<file path="config.mk">
export PLATFORM = sky130hd
export DESIGN_NAME = swtm_sum
export DESIGN_NICKNAME = d
export VERILOG_FILES = /design/src/hdl/swtm_pkg.sv /design/src/hdl/swtm_sum.sv
export SDC_FILE = /design/constraint.sdc
export NUM_CORES = 2
export LEC_CHECK = 0
export BUFFER_PORTS_ARGS = -buffer_cell sky130_fd_sc_hd__buf_2
export CELL_PAD_IN_SITES_DETAIL_PLACEMENT = 2
export CELL_PAD_IN_SITES_GLOBAL_PLACEMENT = 2
export CORE_AREA = 2 2 410 412
export CTS_BUF_LIST = sky130_fd_sc_hd__clkbuf_8
export DETAILED_ROUTE_END_ITERATION = 6
export DIE_AREA = 0 0 412 414
export PLACE_DENSITY = 0.72
export SLEW_MARGIN = 0
export SYNTH_ARGS = -nofsm -noshare
export SYNTH_HDL_FRONTEND = slang
export SYNTH_SLANG_ARGS = --single-unit
</file>
<file path="constraint.sdc">
create_clock -name clk -period 9 [get_ports clk]
set_clock_uncertainty 0.1 [all_clocks]
set_input_delay 1.8 -clock clk [delete_from_list [all_inputs] [get_ports clk]]
set_output_delay 1.8 -clock clk [all_outputs]
set_load 0.005 [all_outputs]
</file>
<file path="src/hdl/swtm_pkg.sv">
// Shared constants and types for the sliding window trimmed mean unit.
package swtm_pkg;

  localparam int WIN_MAX  = 64;
  localparam int IDX_W    = $clog2(WIN_MAX);
  localparam int CNT_W    = IDX_W + 1;
  localparam int SAMPLE_W = 16;
  localparam int SUM_W    = SAMPLE_W + IDX_W;
  localparam int K_W      = 5;
  localparam int AVG_W    = 16;
  localparam int DCNT_W   = $clog2(SUM_W + 1);

  localparam logic CFG_WINDOW = 1'b0;
  localparam logic CFG_TRIM   = 1'b1;

  typedef struct packed {
    logic                remove;
    logic                insert;
    logic                shift;
    logic [CNT_W-1:0]    fill;
    logic [SAMPLE_W-1:0] old;
    logic [SAMPLE_W-1:0] value;
  } ctl_t;

endpackage

</file>
<file path="src/hdl/swtm_sum.sv">
// Three-level registered adder tree over the masked sorted cells.
module swtm_sum (
  input  logic                                               clk,
  input  logic [swtm_pkg::WIN_MAX-1:0][swtm_pkg::SAMPLE_W-1:0] terms,
  output logic [swtm_pkg::SUM_W-1:0]                         total
);
  import swtm_pkg::*;

  localparam int L1_N = WIN_MAX / 4;
  localparam int L2_N = L1_N / 4;
  localparam int L1_W = SAMPLE_W + 2;
  localparam int L2_W = SAMPLE_W + 4;

  logic [L1_N-1:0][L1_W-1:0] l1_r, l1_nxt;
  logic [L2_N-1:0][L2_W-1:0] l2_r, l2_nxt;
  logic [SUM_W-1:0]          l3_r, l3_nxt;

  always_comb begin
    for (int i = 0; i < L1_N; i++) begin
      l1_nxt[i] = L1_W'(terms[4*i]) + L1_W'(terms[4*i+1]) +
                  L1_W'(terms[4*i+2]) + L1_W'(terms[4*i+3]);
    end
    for (int i = 0; i < L2_N; i++) begin
      l2_nxt[i] = L2_W'(l1_r[4*i]) + L2_W'(l1_r[4*i+1]) +
                  L2_W'(l1_r[4*i+2]) + L2_W'(l1_r[4*i+3]);
    end
    l3_nxt = '0;
    for (int i = 0; i < L2_N; i++) begin
      l3_nxt = l3_nxt + SUM_W'(l2_r[i]);
    end
  end

  always_ff @(posedge clk) begin
    l1_r <= l1_nxt;
    l2_r <= l2_nxt;
    l3_r <= l3_nxt;
  end

  assign total = l3_r;

endmodule

</file>
==> qor.yml <==
worst_setup_path:
  critical_path.max_fanout: 3
  cp.arrival_ns: 5.49
  critical_path.startpoint: "terms[833]"
  reg2regPathDepth: 14
  reg2reg_from: "l2_r[1]"
  endpoint_kind: "flip-flop"
  regToRegEndpoint: "total[19]"
  worst_ep_required_time_ns: 9.50
  rrSetupSlack_ns: 4.40
  crit_end: "l1_r[251]"
  crit_type: "in2reg"
  cp-start-kind: "primary input"
sta:
  setup_ws_ns: 4.01
  worstMarginPinSlew_ns: 0.737
  hold_viol_final: 0
  report.final.slew_viol_count: 0
  slew_headroom_pct: 50.5
  fmax_ghz: 0.200
  timing.setup.tns_ns: 0
  final.min_clock_period_ns: 4.99
  setup_viol: 0
  rsz0062_at_grt: "no"
  period_share_pct: 55.5
global_routing:
  antenna_found_initial: 43
  grt_pass1_vias: 41000
  grt_use_total_pct: 18.1
  grt_pass1_wl_um: 234000
  grt_overflow: 0
  grt_max_degree: 12
placed_design:
  post-dp-hpwl_um: 141000
  post-place-ws_ns: 3.27
  place_congestion: 0.842
  io_buffer_count: 1046
synthesis:
  synthArstFlopShare_pct: 0
  synth_cell_types: 80
  syn_inst: 4750
  synth_top_area_share_pct: 32.4
  synth_edf_count: 0
  ys_seq_area_share_pct: 18.2
  synth.avg_cell_area_um2: 9.05
  syn-num-nets: 6840
  yosys.area.top_type: "fa_1"
  syn_area_um2: 43000
  yosys-top-cells-area: "fa_1 32%, dfxtp_1 18%, inv_1 15%, ha_1 11%, xnor2_1 3.7%"
  synth-seq-cells: 390
  synthFlopType: "dfxtp_1"
  ys.warnings.count: 0
finish:
  n_fill_cell: 19100
  syn2layout_area_growth_pct: 23.1
  drive_gt1_share_pct: 20.7
  final_nets: 7955
min_path:
  hold_path_class: "reg2reg"
  worstHoldStart: "l1_r[126]"
job:
  maxCapViolations: 0
routing:
  vias: 34900
  drc_errors: 0
  dr.pass1.iters: 4
  routed_wl_um: 154000
  routedWlPerCell_um: 18.9
  drtIter0Drc: 989
  ant_nets: 0
  vias_per_cell: 4.28
clock_tree:
  cts_root_buffer: "clkbuf_8"
  cts.sinks: 390
  post_cts_buffers: 0
  clk_latency_ns: 0.74
  path_clk_slew_ns: 0.06
  cts_tree: "yes"
  cts_inserted_buffers: 82
  ctsHoldBuffers: 0
  cts_max_level: 3
  cts_resized: 0
  clock_path_buffers: 3
floorplan:
  die_width_um: 412
  dieHeight_um: 414
  initial_core_util_pct: 25.9
  die_area_um2: 171000
  core_region_area_um2: 166000
  ioPinCount: 1047
  num_rows: 150
outcome:
  outcome: "complete, no violations"
logic make-up after synthesis:
family | count (synthesis) | synth area share [%]
compound gates | 772 | 12.2
xor+xnor | 260 | 5.30
fa+ha+maj | 1065 | 43.2
buf+inv | 1717 | 15.0
flops | 390 | 18.2
mux | 2 | 0.0466
simple gates | 544 | 6.16
worst max-delay path: stages:
cell and delay, ns:
buf_2 0.07, inv_1 0.05, fa_1 0.53, inv_1 0.05, fa_1 0.47, ha_1 0.24
fa_1 0.50, a21o_1 0.20, a21oi_2 0.18, o21bai_1 0.19, a2111oi_4 0.56, nor2_1 0.17
a2111oi_1 0.37, nor3_1 0.10
layer usage:
metal	wire, um	vias to the layer above	share of wire, %	track usage [%]
met3	7730	216	5.0	3.74
met5	76	-	0.049	0
met4	4750	12	3.1	5.47
li1	-	16600	-	-
met1	62900	17300	41	21.4
met2	78500	812	51	32.7
state kept, by name, indices dropped and copies added, names as in the netlist:
name   flops
l1_r     288
l2_r      80
total     22
layout by cell type, fill, tap and decap left out, types with 100 or more instances in the layout:
cell type and instances:
nor2_1 169, a21oi_1 214, buf_2 1046, inv_1 1717
nand2_1 100, a21o_1 110, ha_1 369, xnor2_1 183
clkbuf_8 110, o21ai_0 121, fa_1 696, dfxtp_1 390
synthesized netlist by cell type, drive strengths merged, types with 14 or more instances:
cell type     n
nand2       100
a31oi        23
o21ai       132
nand3        50
a21o        110
nand2b       35
or2          14
ha          369
o21a         40
nor3         57
dfxtp       390
nor2b        33
o31ai        19
nand4        22
a2111oi      17
a211oi       37
and3         15
nor2        169
o21bai       45
xnor2       183
xor2         77
inv        1702
clkbuf       14
fa          696
o211ai       16
a21oi       223
per-stage QoR:
stage          cell area [um2]  utilization [%]  hold WS, ns  cells
3_3_place_gp             50900             30.6        0.348   7985
4_1_cts                  52900             31.8        0.372   8132
5_1_grt                  52900             31.8        0.392   8148
3_5_place_dp             50900             30.6        0.363   7985
6_report                 52900             31.8        0.364   8150
2_1_floorplan            43000                -        0.332   4750
worst min path at each step:
stage	to	cells past startpoint
2_1_floorplan	l2_r[0]	1
3_3_place_gp	l2_r[20]	1
3_5_place_dp	l2_r[20]	1
4_1_cts	l2_r[20]	1
5_1_grt	l2_r[20]	1
6_report	l2_r[20]	1
final cells by class:
cell class                      instances  area (um2)  area share (%)
Antenna cell                           18        45.0          0.0851
Clock buffer                          110        1510            2.86
Clock inverter                         37         413           0.780
Inverter                             1702        6390            12.1
Multi-Input combinational cell       2643       28700            54.3
Sequential cell                       390        7810            14.8
Tap cell                             2204        2760            5.21
Timing Repair Buffer                 1046        5240            9.90
Power is left out: the tool's default activity adds up to more than one toggle a clock period on the data nets, which glitch-free logic cannot reach.
