===== src/hdl/swtm_pkg.sv =====
// Shared constants and types for the sliding window trimmed mean unit.
package swtm_pkg;

  localparam int WIN_MAX  = 64;
  localparam int IDX_W    = $clog2(WIN_MAX);
  localparam int CNT_W    = IDX_W + 1;
  localparam int SAMPLE_W = 16;
  localparam int SUM_W    = SAMPLE_W + IDX_W;
  localparam int K_W      = 5;
  localparam int AVG_W    = 16;
  localparam int DCNT_W   = $clog2(SUM_W + 1);

  localparam logic CFG_WINDOW = 1'b0;
  localparam logic CFG_TRIM   = 1'b1;

  typedef struct packed {
    logic                remove;
    logic                insert;
    logic                shift;
    logic [CNT_W-1:0]    fill;
    logic [SAMPLE_W-1:0] old;
    logic [SAMPLE_W-1:0] value;
  } ctl_t;

endpackage


===== src/hdl/swtm_cell.sv =====
// One window cell: holds an arrival-order sample and a sorted-order sample.
module swtm_cell (
  input  logic                          clk,
  input  logic [swtm_pkg::IDX_W-1:0]    idx,
  input  swtm_pkg::ctl_t                ctl,
  input  logic [swtm_pkg::SAMPLE_W-1:0] prev_sorted,
  input  logic                          prev_gt,
  input  logic [swtm_pkg::SAMPLE_W-1:0] next_sorted,
  input  logic [swtm_pkg::SAMPLE_W-1:0] next_arrival,
  output logic [swtm_pkg::SAMPLE_W-1:0] sorted_val,
  output logic [swtm_pkg::SAMPLE_W-1:0] arrival_val,
  output logic                          gt
);
  import swtm_pkg::*;

  logic [SAMPLE_W-1:0] sorted_r, sorted_nxt;
  logic [SAMPLE_W-1:0] arrival_r, arrival_nxt;
  logic                valid;
  logic                at_fill;
  logic                ge;

  assign valid   = {1'b0, idx} < ctl.fill;
  assign at_fill = {1'b0, idx} == ctl.fill;
  assign ge      = valid && (sorted_r >= ctl.old);
  assign gt      = valid && (sorted_r > ctl.value);

  always_comb begin
    sorted_nxt  = sorted_r;
    arrival_nxt = arrival_r;
    if (ctl.remove && ge) begin
      sorted_nxt = next_sorted;
    end
    if (ctl.insert) begin
      if (prev_gt) begin
        sorted_nxt = prev_sorted;
      end else if (gt || at_fill) begin
        sorted_nxt = ctl.value;
      end
      if (at_fill) begin
        arrival_nxt = ctl.value;
      end else if (ctl.shift && valid) begin
        arrival_nxt = next_arrival;
      end
    end
  end

  always_ff @(posedge clk) begin
    sorted_r  <= sorted_nxt;
    arrival_r <= arrival_nxt;
  end

  assign sorted_val  = sorted_r;
  assign arrival_val = arrival_r;

endmodule


===== config.mk =====
export PLATFORM = sky130hd
export DESIGN_NAME = swtm_cell
export DESIGN_NICKNAME = d
export VERILOG_FILES = /design/src/hdl/swtm_pkg.sv /design/src/hdl/swtm_cell.sv
export SDC_FILE = /design/constraint.sdc
export NUM_CORES = 1
export LEC_CHECK = 0
export BUFFER_PORTS_ARGS = -buffer_cell sky130_fd_sc_hd__clkbuf_2
export CORE_ASPECT_RATIO = 0.9
export CORE_UTILIZATION = 46
export DETAILED_ROUTE_END_ITERATION = 8
export GPL_TIMING_DRIVEN = 0
export PLACE_DENSITY_LB_ADDON = 0.1
export REMOVE_ABC_BUFFERS = 1
export SYNTH_ARGS = -nofsm -noshare
export SYNTH_HDL_FRONTEND = slang
export SYNTH_SLANG_ARGS = --single-unit

===== constraint.sdc =====
create_clock -name clk -period 3 [get_ports clk]
set_input_delay 0.15 -clock clk [delete_from_list [all_inputs] [get_ports clk]]
set_output_delay 0.15 -clock clk [all_outputs]
set_load 0.005 [all_outputs]

==> impl_metrics.py <==
metrics = {
    "sta": {
        "report.final.slew_viol_count": 0,
        "hold_violations": 0,
        "finalSetupViolations": 0,
        "relSlewSlack_pct": 36.0,
        "rsz0062_at_grt": "no",
        "worstMarginPinSlew_ps": 955,
        "max_freq_mhz": 385,
        "min_period_over_period_pct": 86.6,
        "tns_ps": 0,
        "skew_ps": 4.72,
        "fin_crit_ps": 2600,
    },
    "global_route": {
        "overflow": 0,
        "grt_first_pass_wirelength_um": 9890,
        "antenna_found_initial": 0,
        "grt_usage_pct": 22.3,
        "grt_max_degree": 18,
        "grt_pass1_vias": 2248,
    },
    "status": {
        "status": "completed",
    },
    "synth": {
        "yosysTopAreaCell": "edfxtp_1",
        "yosysMostFrequentCell": "inv_1",
        "syn_area_per_cell_sq_um": 10.2,
        "synth_edf_count": 16,
        "ys_ff_latch": 32,
        "synth_top_area_share_pct": 18.6,
        "synthArstFlopShare_pct": 0,
        "synth_area_leaders": "edfxtp_1, ha_1, dfxtp_1",
        "synth_commonest_cells": "inv_1, ha_1, nor2_1",
        "synth_warnings": 0,
        "synthCells": 253,
        "syn-cell-area_sq_um": 2580,
        "synth_cell_types": 46,
        "synth_flop_cell": "edfxtp_1",
        "seq_area_frac_synth_pct": 31.0,
    },
    "routing": {
        "drc": 0,
        "routedLengthMet1_um": 2980,
        "routed-wl-met2_um": 2870,
        "ant_nets": 0,
        "first_pass_iters": 4,
        "dr.max_layer_used": "met4",
        "dr.first_iter.drc_count": 43,
        "wl_per_cell_um": 14.1,
        "via_per_inst": 5.11,
        "totalWireLength_um": 6380,
        "met3WireLength_um": 479,
        "via_count": 2321,
    },
    "worst_setup_path": {
        "ff2ff_setup_slack_ps": 400,
        "end_kind": "flip-flop",
        "critical_path_arrival_ps": 2730,
        "crit_buf_inv": 0,
        "cp_max_fo": 16,
        "cp-start-kind": "flip-flop",
        "reg2reg_depth": 6,
        "critPathMaxStageDelay_ps": 630,
        "cp.required_ps": 3130,
        "worstSetupPathType": "flip-flop to flip-flop",
        "worstPathCellList": "ha_1, nand4_1, or4_1, and3_1, a21oi_4, a221oi_1",
        "reg2reg_to": "sorted_val[1]",
        "cp_slowest_cell": "or4_1",
        "crit_family": "simple AND/OR/NAND/NOR gates",
        "r2r_start": "sorted_val[13]",
    },
    "power": {
        "swShare_pct": 37.3,
        "combPwrFrac_pct": 46.6,
        "power_switching_uw": 685,
        "pwr-share-seq_pct": 35.7,
        "internal_power_uw": 1150,
        "ir_worst_vdd_uv": 362,
        "p_leak_uw": 0.00171,
        "power_density_nw_per_um2": 548,
        "pwr-share-clk_pct": 17.7,
    },
    "die": {
        "rows": 25,
        "die_area_sq_um": 5910,
        "io_pins": 131,
        "die_w_um": 80.9,
        "initial_utilization_pct": 48.5,
        "core_area_sq_um": 5320,
        "die_h_um": 73.0,
    },
    "finish": {
        "layout.cells.non_filler": 454,
        "diodes": 0,
        "final_nets": 522,
        "drive_gt1_share_pct": 44.2,
        "areaGrowthSynthToFinish_pct": 29.9,
    },
    "placed_design": {
        "place.gp.congestion": 0.749,
        "io_buffers": 130,
        "dpl.hpwl_um": 5080,
        "dp_cells": 444,
    },
    "min_path": {
        "hp-start": "prev_sorted[0]",
        "min_to": "sorted_val[0]",
        "hp-class": "input port to flip-flop",
        "worstHoldPathCells": 3,
    },
    "clock_network": {
        "cts_tree": "yes",
        "tritoncts.num_buffers": 5,
        "cts_sinks": 32,
        "clkTransAtPathRegs_ps": 70,
        "clock_latency_ps": 280,
        "ctsHtreeMaxLevel": 2,
        "cts_root_buf": "clkbuf_8",
        "cts_buffer_depth": 2,
    },
    "run": {
        "cap_violations": 0,
    },
}
registers in the layout, indices dropped and copies added (netlist names):
signal and count:
arrival_val 16, sorted_val 16
cells in the final DEF (no fill, tap or decap), drive strengths merged:
cell,n
ha,38
edfxtp,16
nor4,1
and3,3
o21ai,5
nand3,3
inv,39
mux2,16
nand2,9
o211ai,1
a2111oi,1
nor2b,2
a22oi,1
o311a,1
or3,1
mux2i,16
nor4b,1
nor2,24
a211oi,2
o21a,1
nand4b,1
dfxtp,16
a21oi,18
or4,1
a221oi,15
nand4,7
nor3,3
a2111o,1
buf,3
clkinv,1
nand2b,1
clkbuf,137
o2bb2ai,1
nand3b,1
worst reg2reg max path: cells and delay by family (launching register included):
kind	cells	cell delay, ps
compound gates	2	730
fa+ha+maj	1	310
flops	1	350
simple gates	3	1060
routing by layer:
metal  track usage [%]  vias to the layer above
li1                  -                     1192
met1              27.9                     1032
met2              37.5                       92
met3              5.25                        5
met4              7.14                        0
met5                 0                        -
power groups by stage:
stage | Sequential, uW | Combinational (uW) | Clock (uW)
after detailed placement | 666 | 855 | 0
final | 656 | 856 | 325
after CTS | 657 | 859 | 337
after global routing | 671 | 968 | 348
after global placement | 662 | 832 | 0
after floorplan | 654 | 555 | 0
layout make-up:
type	instances	area, sq um
flip-flops and latches	32	801
clock inverters	1	5.00
multi-input cells	175	1560
fillers	485	1970
repair buffers	133	681
inverters	39	146
clock buffers	7	76.3
well taps	67	83.8
cells by family after synthesis:
| family | after synthesis | share of synthesized area, % |
|---|---|---|
| adder cells (fa/ha/maj) | 38 | 18.4 |
| AO/OA/AOI/OAI | 47 | 16.1 |
| multiplexers | 32 | 13.2 |
| AND/OR/NAND/NOR | 58 | 12.5 |
| flip-flops | 32 | 31.0 |
| buffers and inverters | 46 | 8.78 |
how the worst max path moves through the flow:
stage | start | end | slack, ps | depth (start not counted)
finish | sorted_val[13] | sorted_val[1] | 400 | 6
global route | sorted_val[14] | sorted_val[0] | 270 | 6
CTS | sorted_val[15] | sorted_val[1] | 60 | 7
detailed placement | ctl[37] | sorted_val[2] | -160 | 10
global placement | ctl[37] | arrival_val[6] | -970 | 7
floorplan | ctl[37] | sorted_val[0] | 140 | 8
per-stage QoR:
step	instance area (sq um)	utilization (%)	hold slack (ps)	total power, uW	worst slack, ps
global placement	3230	60.8	424	1490	-967
global route	3350	63.0	143	1990	271
finish	3350	63.0	127	1840	403
CTS	3340	62.7	117	1850	60.1
floorplan	2500	-	295	1210	144
detailed placement	3250	61.2	423	1520	-156
timing repair:
action / CTS / global route
gates resized for setup: 0 / 1
buffers inserted: 0 / 2
hold buffers: 0 / 0
endpoints found under the setup margin: 0 / 16
Note: power is estimated with default switching activity, not from simulation.
