--- src/hdl/swtm_pkg.sv ---
// Shared constants and types for the sliding window trimmed mean unit.
package swtm_pkg;

  localparam int WIN_MAX  = 64;
  localparam int IDX_W    = $clog2(WIN_MAX);
  localparam int CNT_W    = IDX_W + 1;
  localparam int SAMPLE_W = 16;
  localparam int SUM_W    = SAMPLE_W + IDX_W;
  localparam int K_W      = 5;
  localparam int AVG_W    = 16;
  localparam int DCNT_W   = $clog2(SUM_W + 1);

  localparam logic CFG_WINDOW = 1'b0;
  localparam logic CFG_TRIM   = 1'b1;

  typedef struct packed {
    logic                remove;
    logic                insert;
    logic                shift;
    logic [CNT_W-1:0]    fill;
    logic [SAMPLE_W-1:0] old;
    logic [SAMPLE_W-1:0] value;
  } ctl_t;

endpackage

--- src/hdl/swtm_div.sv ---
// Restoring divider, one quotient bit per cycle.
module swtm_div (
  input  logic                        clk,
  input  logic                        rst_n,
  input  logic                        start,
  input  logic [swtm_pkg::SUM_W-1:0]  dividend,
  input  logic [swtm_pkg::CNT_W-1:0]  divisor,
  output logic                        done,
  output logic [swtm_pkg::AVG_W-1:0]  quotient
);
  import swtm_pkg::*;

  logic [SUM_W-1:0]  dvd_r, dvd_nxt;
  logic [SUM_W-1:0]  q_r, q_nxt;
  logic [CNT_W-1:0]  rem_r, rem_nxt;
  logic [CNT_W-1:0]  dsr_r, dsr_nxt;
  logic [DCNT_W-1:0] cnt_r, cnt_nxt;
  logic              busy_r, busy_nxt;
  logic              done_r, done_nxt;
  logic [CNT_W:0]    trial;

  assign trial = {rem_r, dvd_r[SUM_W-1]};

  always_comb begin
    dvd_nxt  = dvd_r;
    q_nxt    = q_r;
    rem_nxt  = rem_r;
    dsr_nxt  = dsr_r;
    cnt_nxt  = cnt_r;
    busy_nxt = busy_r;
    done_nxt = 1'b0;
    if (start) begin
      dvd_nxt  = dividend;
      q_nxt    = '0;
      rem_nxt  = '0;
      dsr_nxt  = divisor;
      cnt_nxt  = DCNT_W'(SUM_W);
      busy_nxt = 1'b1;
    end else if (busy_r) begin
      dvd_nxt = {dvd_r[SUM_W-2:0], 1'b0};
      if (trial >= {1'b0, dsr_r}) begin
        rem_nxt = CNT_W'(trial - {1'b0, dsr_r});
        q_nxt   = {q_r[SUM_W-2:0], 1'b1};
      end else begin
        rem_nxt = CNT_W'(trial);
        q_nxt   = {q_r[SUM_W-2:0], 1'b0};
      end
      cnt_nxt = cnt_r - 1'b1;
      if (cnt_r == DCNT_W'(1)) begin
        busy_nxt = 1'b0;
        done_nxt = 1'b1;
      end
    end
  end

  always_ff @(posedge clk) begin
    if (!rst_n) begin
      busy_r <= 1'b0;
      done_r <= 1'b0;
      cnt_r  <= '0;
    end else begin
      busy_r <= busy_nxt;
      done_r <= done_nxt;
      cnt_r  <= cnt_nxt;
    end
    dvd_r <= dvd_nxt;
    q_r   <= q_nxt;
    rem_r <= rem_nxt;
    dsr_r <= dsr_nxt;
  end

  assign done     = done_r;
  assign quotient = q_r[AVG_W-1:0];

`ifndef SYNTH
  a_done_after_busy: assert property (@(posedge clk) disable iff (!rst_n)
    done_r |-> $past(busy_r)) else $error("divider done without work");
  a_rem_below_divisor: assert property (@(posedge clk) disable iff (!rst_n)
    busy_r && !$past(start) |-> rem_r < dsr_r) else $error("remainder overflow");
  a_no_start_busy: assert property (@(posedge clk) disable iff (!rst_n)
    start |-> !busy_r) else $error("divider restarted while busy");
`endif

endmodule

--- config.mk ---
export PLATFORM = sky130hd
export DESIGN_NAME = swtm_div
export DESIGN_NICKNAME = d
export VERILOG_FILES = /design/src/hdl/swtm_pkg.sv /design/src/hdl/swtm_div.sv
export SDC_FILE = /design/constraint.sdc
export NUM_CORES = 1
export LEC_CHECK = 0
export ABC_AREA = 1
export CORE_ASPECT_RATIO = 0.9
export CORE_MARGIN = 5
export CORE_UTILIZATION = 40
export DETAILED_ROUTE_END_ITERATION = 12
export DONT_BUFFER_PORTS = 1
export GPL_ROUTABILITY_DRIVEN = 0
export GPL_TIMING_DRIVEN = 0
export PLACE_DENSITY = 0.61
export SLEW_MARGIN = 20
export SYNTH_ARGS = -nofsm -noshare
export SYNTH_HDL_FRONTEND = slang
export SYNTH_SLANG_ARGS = --single-unit
export TNS_END_PERCENT = 50
--- constraint.sdc ---
create_clock -name clk -period 2 [get_ports clk]
set_input_delay 0.2 -clock clk [delete_from_list [all_inputs] [get_ports clk]]
set_output_delay 0.2 -clock clk [all_outputs]
set_load 0.03 [all_outputs]
==> impl_metrics.json <==
{
  "result_of_the_run": "complete, no violations",
  "hold_class": "in -> reg",
  "area.growth.synth_to_final_pct": 17.44,
  "final_common_cell": "nand2_1",
  "post_synth_num_cell_types": 33,
  "route.detailed.vias_per_inst": 4.724,
  "globalRoute.totalOverflow": 0,
  "tns_ps": 0,
  "worst-path-max-fanout": 10,
  "crit_slowest_cell": "edfxtp_1",
  "critical_path.endpoint_type": "flop",
  "drt-initial-drc-count": 100,
  "crit_arrival_ps": 2140,
  "slowest_stage_delay_cp_ps": 410,
  "number_of_search_and_repair_iterations_in_the_first_detailed_routing_pass": 4,
  "postRouteAntennaNets": 0,
  "design.core.area_um2": 6586,
  "critPathLaunch": "dsr_r[0]",
  "critical_path.top_delay_family": "adder cells",
  "numCtsBuffers": 9,
  "grt_setup_unrepaired": "yes",
  "cellLeakagePower_nw": 1.419,
  "cp_cell_sequence": "ha_2, fa_2, inv_1, nand2_1, nand2_2, nand2_4, nand2_4, nand2_4, nand2_4, buf_12, nand3_2, nand3_1, nand2_1",
  "fin_total_pwr_mw": 2.969,
  "setup_viol_count_final": 0,
  "grt_max_degree": 32,
  "placement.io_buffers": 0,
  "vias": 1951,
  "clk_root_buffer_cell": "clkbuf_8",
  "die_height_um": 88.13,
  "timing.critical_path.from_type": "flop",
  "timing.final.crit_share_pct": 95.78,
  "syn-cell-area_um2": 2713,
  "track_usage_pct": 14.03,
  "timing_hold_violations_final": 0,
  "final_layout_size_suffix_gt1_share_pct": 15.48,
  "routedWlPerCell_um": 13.39,
  "synth_seq_area_share_pct": 54.24,
  "post_synth_inst_count": 296,
  "power_density_nw_per_um2": 932.1,
  "tritoncts": "yes",
  "final_util_pct": 48.37,
  "num-nets-final": 360,
  "timing.critical_path.required_ps": 2220,
  "timing.critical_path.buf_inv": 2,
  "grt_antenna_before_repair": 0,
  "top_level_ports": 49,
  "avgSynthCellArea_um2": 9.164,
  "synth_register_bits": 59,
  "worst_clock_skew_ps": 7.328,
  "route.final.wire_length_um": 5529,
  "synth.yosys.warnings": 0,
  "worst_slack_at_placement_ps": 33.53,
  "tightestPinTransition_ps": 652.2,
  "antenna-diode-count": 0,
  "clock_tree.htree_level_count": 3,
  "num_clock_sinks": 59,
  "floorplan.initialDensity_pct": 41.19,
  "post-route-min-period_ps": 1916,
  "hold_path_startpoint": "rst_n",
  "drt_drc_violations_left": 0,
  "placement_rows": 28,
  "post_synthesis_net_count": 338,
  "max-vdd-ir-drop_mv": 0.6720,
  "clk_transition_reported_paths_ps": 70,
  "ctsLongestPathBuffers": 2,
  "final.fill_count": 657,
  "first_pass_grt_wire_length_um": 9432,
  "critical_path.most_common_cell": "nand2_4",
  "die_w_um": 96.81,
  "maxSlewHeadroom_pct": 56.52,
  "vias_in_the_first_global_route": 2018,
  "worstSkewPairLatency_ps": 330,
  "timing.fmax_mhz": 522.1,
  "reg2reg_from": "dsr_r[0]",
  "post-route-worst-setup-slack_ps": 84.49,
  "layout.cells.most_common_list": "nand2_1, inv_1, dfxtp_1",
  "max_cap_viol_count": 0,
  "post-dp-hpwl_um": 3769,
  "fp.dieArea_um2": 8531,
  "crit_type": "reg -> reg",
  "finalMaxSlewViolations": 0
}
## worst paths after layout
check	end	slack, ps	depth (start not counted)
max	rem_r[6]	80	13
min reg2reg	rem_r[4]	480	2
min	busy_r	30	2
max reg2reg	rem_r[6]	80	13
## metal layers
layer	GRT usage, %	part of all wire [%]	up-vias
met4	6.250	1.8	0
met2	21.24	45	48
li1	-	-	1000
met3	6.369	6.9	8
met5	0	0	-
met1	17.37	46	895
## registers in the layout, indices dropped and copies added (netlist names)
register,cells
rem_r,7
done,1
busy_r,1
q_r,16
dvd_r,22
cnt_r,5
dsr_r,7
## timing repair
item,in CTS,in global routing
endpoints found under the hold margin,16,0
buffers inserted,0,2
hold buffers,9,0
endpoints found under the setup margin,0,7
gates resized for setup,0,3
## cell type report
type	instances	area [µm²]	area share [%]
Buffer	9	55.05	1.728
Clock buffer	15	240.2	7.541
Sequential cell	59	1471	46.19
Multi-Input combinational cell	182	1023	32.13
Inverter	46	172.7	5.420
Tap cell	90	112.6	3.535
Clock inverter	1	5.005	0.1571
Timing Repair Buffer	11	105.1	3.299
## stage by stage
step | hold WS [ps] | cells | instance area (µm²)
2_1_floorplan | 298.9 | 296 | 2713
3_3_place_gp | 298.9 | 386 | 2825
3_5_place_dp | 298.9 | 386 | 2825
4_1_cts | 10.90 | 411 | 3161
5_1_grt | 30.52 | 413 | 3186
6_report | 27.81 | 413 | 3186
## cells by family after synthesis
logic type / count (synthesis) / synth area share (%)
XOR/XNOR: 2 / 0.6459
adder cells (fa/ha/maj): 10 / 4.889
AO/OA/AOI/OAI: 29 / 7.934
AND/OR/NAND/NOR: 141 / 24.08
buffers and inverters: 55 / 8.210
flip-flops: 59 / 54.24
## cells in the mapped netlist
cell type | n | area share [%]
nand3b_1 | 1 | 0.28
nor2_8 | 1 | 0.74
buf_8 | 1 | 0.55
xor2_1 | 2 | 0.65
buf_2 | 4 | 0.74
o21ai_0 | 2 | 0.37
inv_2 | 5 | 0.69
nand3_1 | 7 | 1.3
a21oi_1 | 4 | 0.74
a21oi_4 | 1 | 0.60
dfxtp_1 | 30 | 22
o211ai_2 | 4 | 1.8
ha_1 | 9 | 4.2
edfxtp_1 | 29 | 32
nand2_1 | 101 | 14
nand2_4 | 4 | 1.7
nand3_2 | 2 | 0.74
clkbuf_1 | 4 | 0.55
nor2_1 | 10 | 1.4
nor2_4 | 1 | 0.42
nor3_1 | 2 | 0.37
nor3_4 | 1 | 0.60
or2_1 | 2 | 0.46
a31oi_1 | 1 | 0.23
o31ai_1 | 1 | 0.28
o22ai_1 | 13 | 3.0
o211ai_1 | 2 | 0.55
fa_1 | 1 | 0.74
a221oi_1 | 1 | 0.32
nand2_2 | 5 | 1.2
or2_4 | 1 | 0.32
inv_1 | 41 | 5.7
nand4_1 | 3 | 0.69
## report_power, final
| group | leakage (nW) | internal (mW) | total, mW | switching, mW |
|---|---|---|---|---|
| Combinational | 0.753 | 0.128 | 0.336 | 0.207 |
| Sequential | 0.538 | 1.36 | 1.39 | 0.0372 |
| Clock | 0.127 | 0.777 | 1.24 | 0.462 |
## worst register-to-register path: cells and delay by family, from the launching register on
kind	cells	cell delay [ps]
fa+ha+maj	2	620
simple gates	9	590
flops	1	410
buf+inv	2	200
Note: power is estimated with default switching activity, not from simulation.
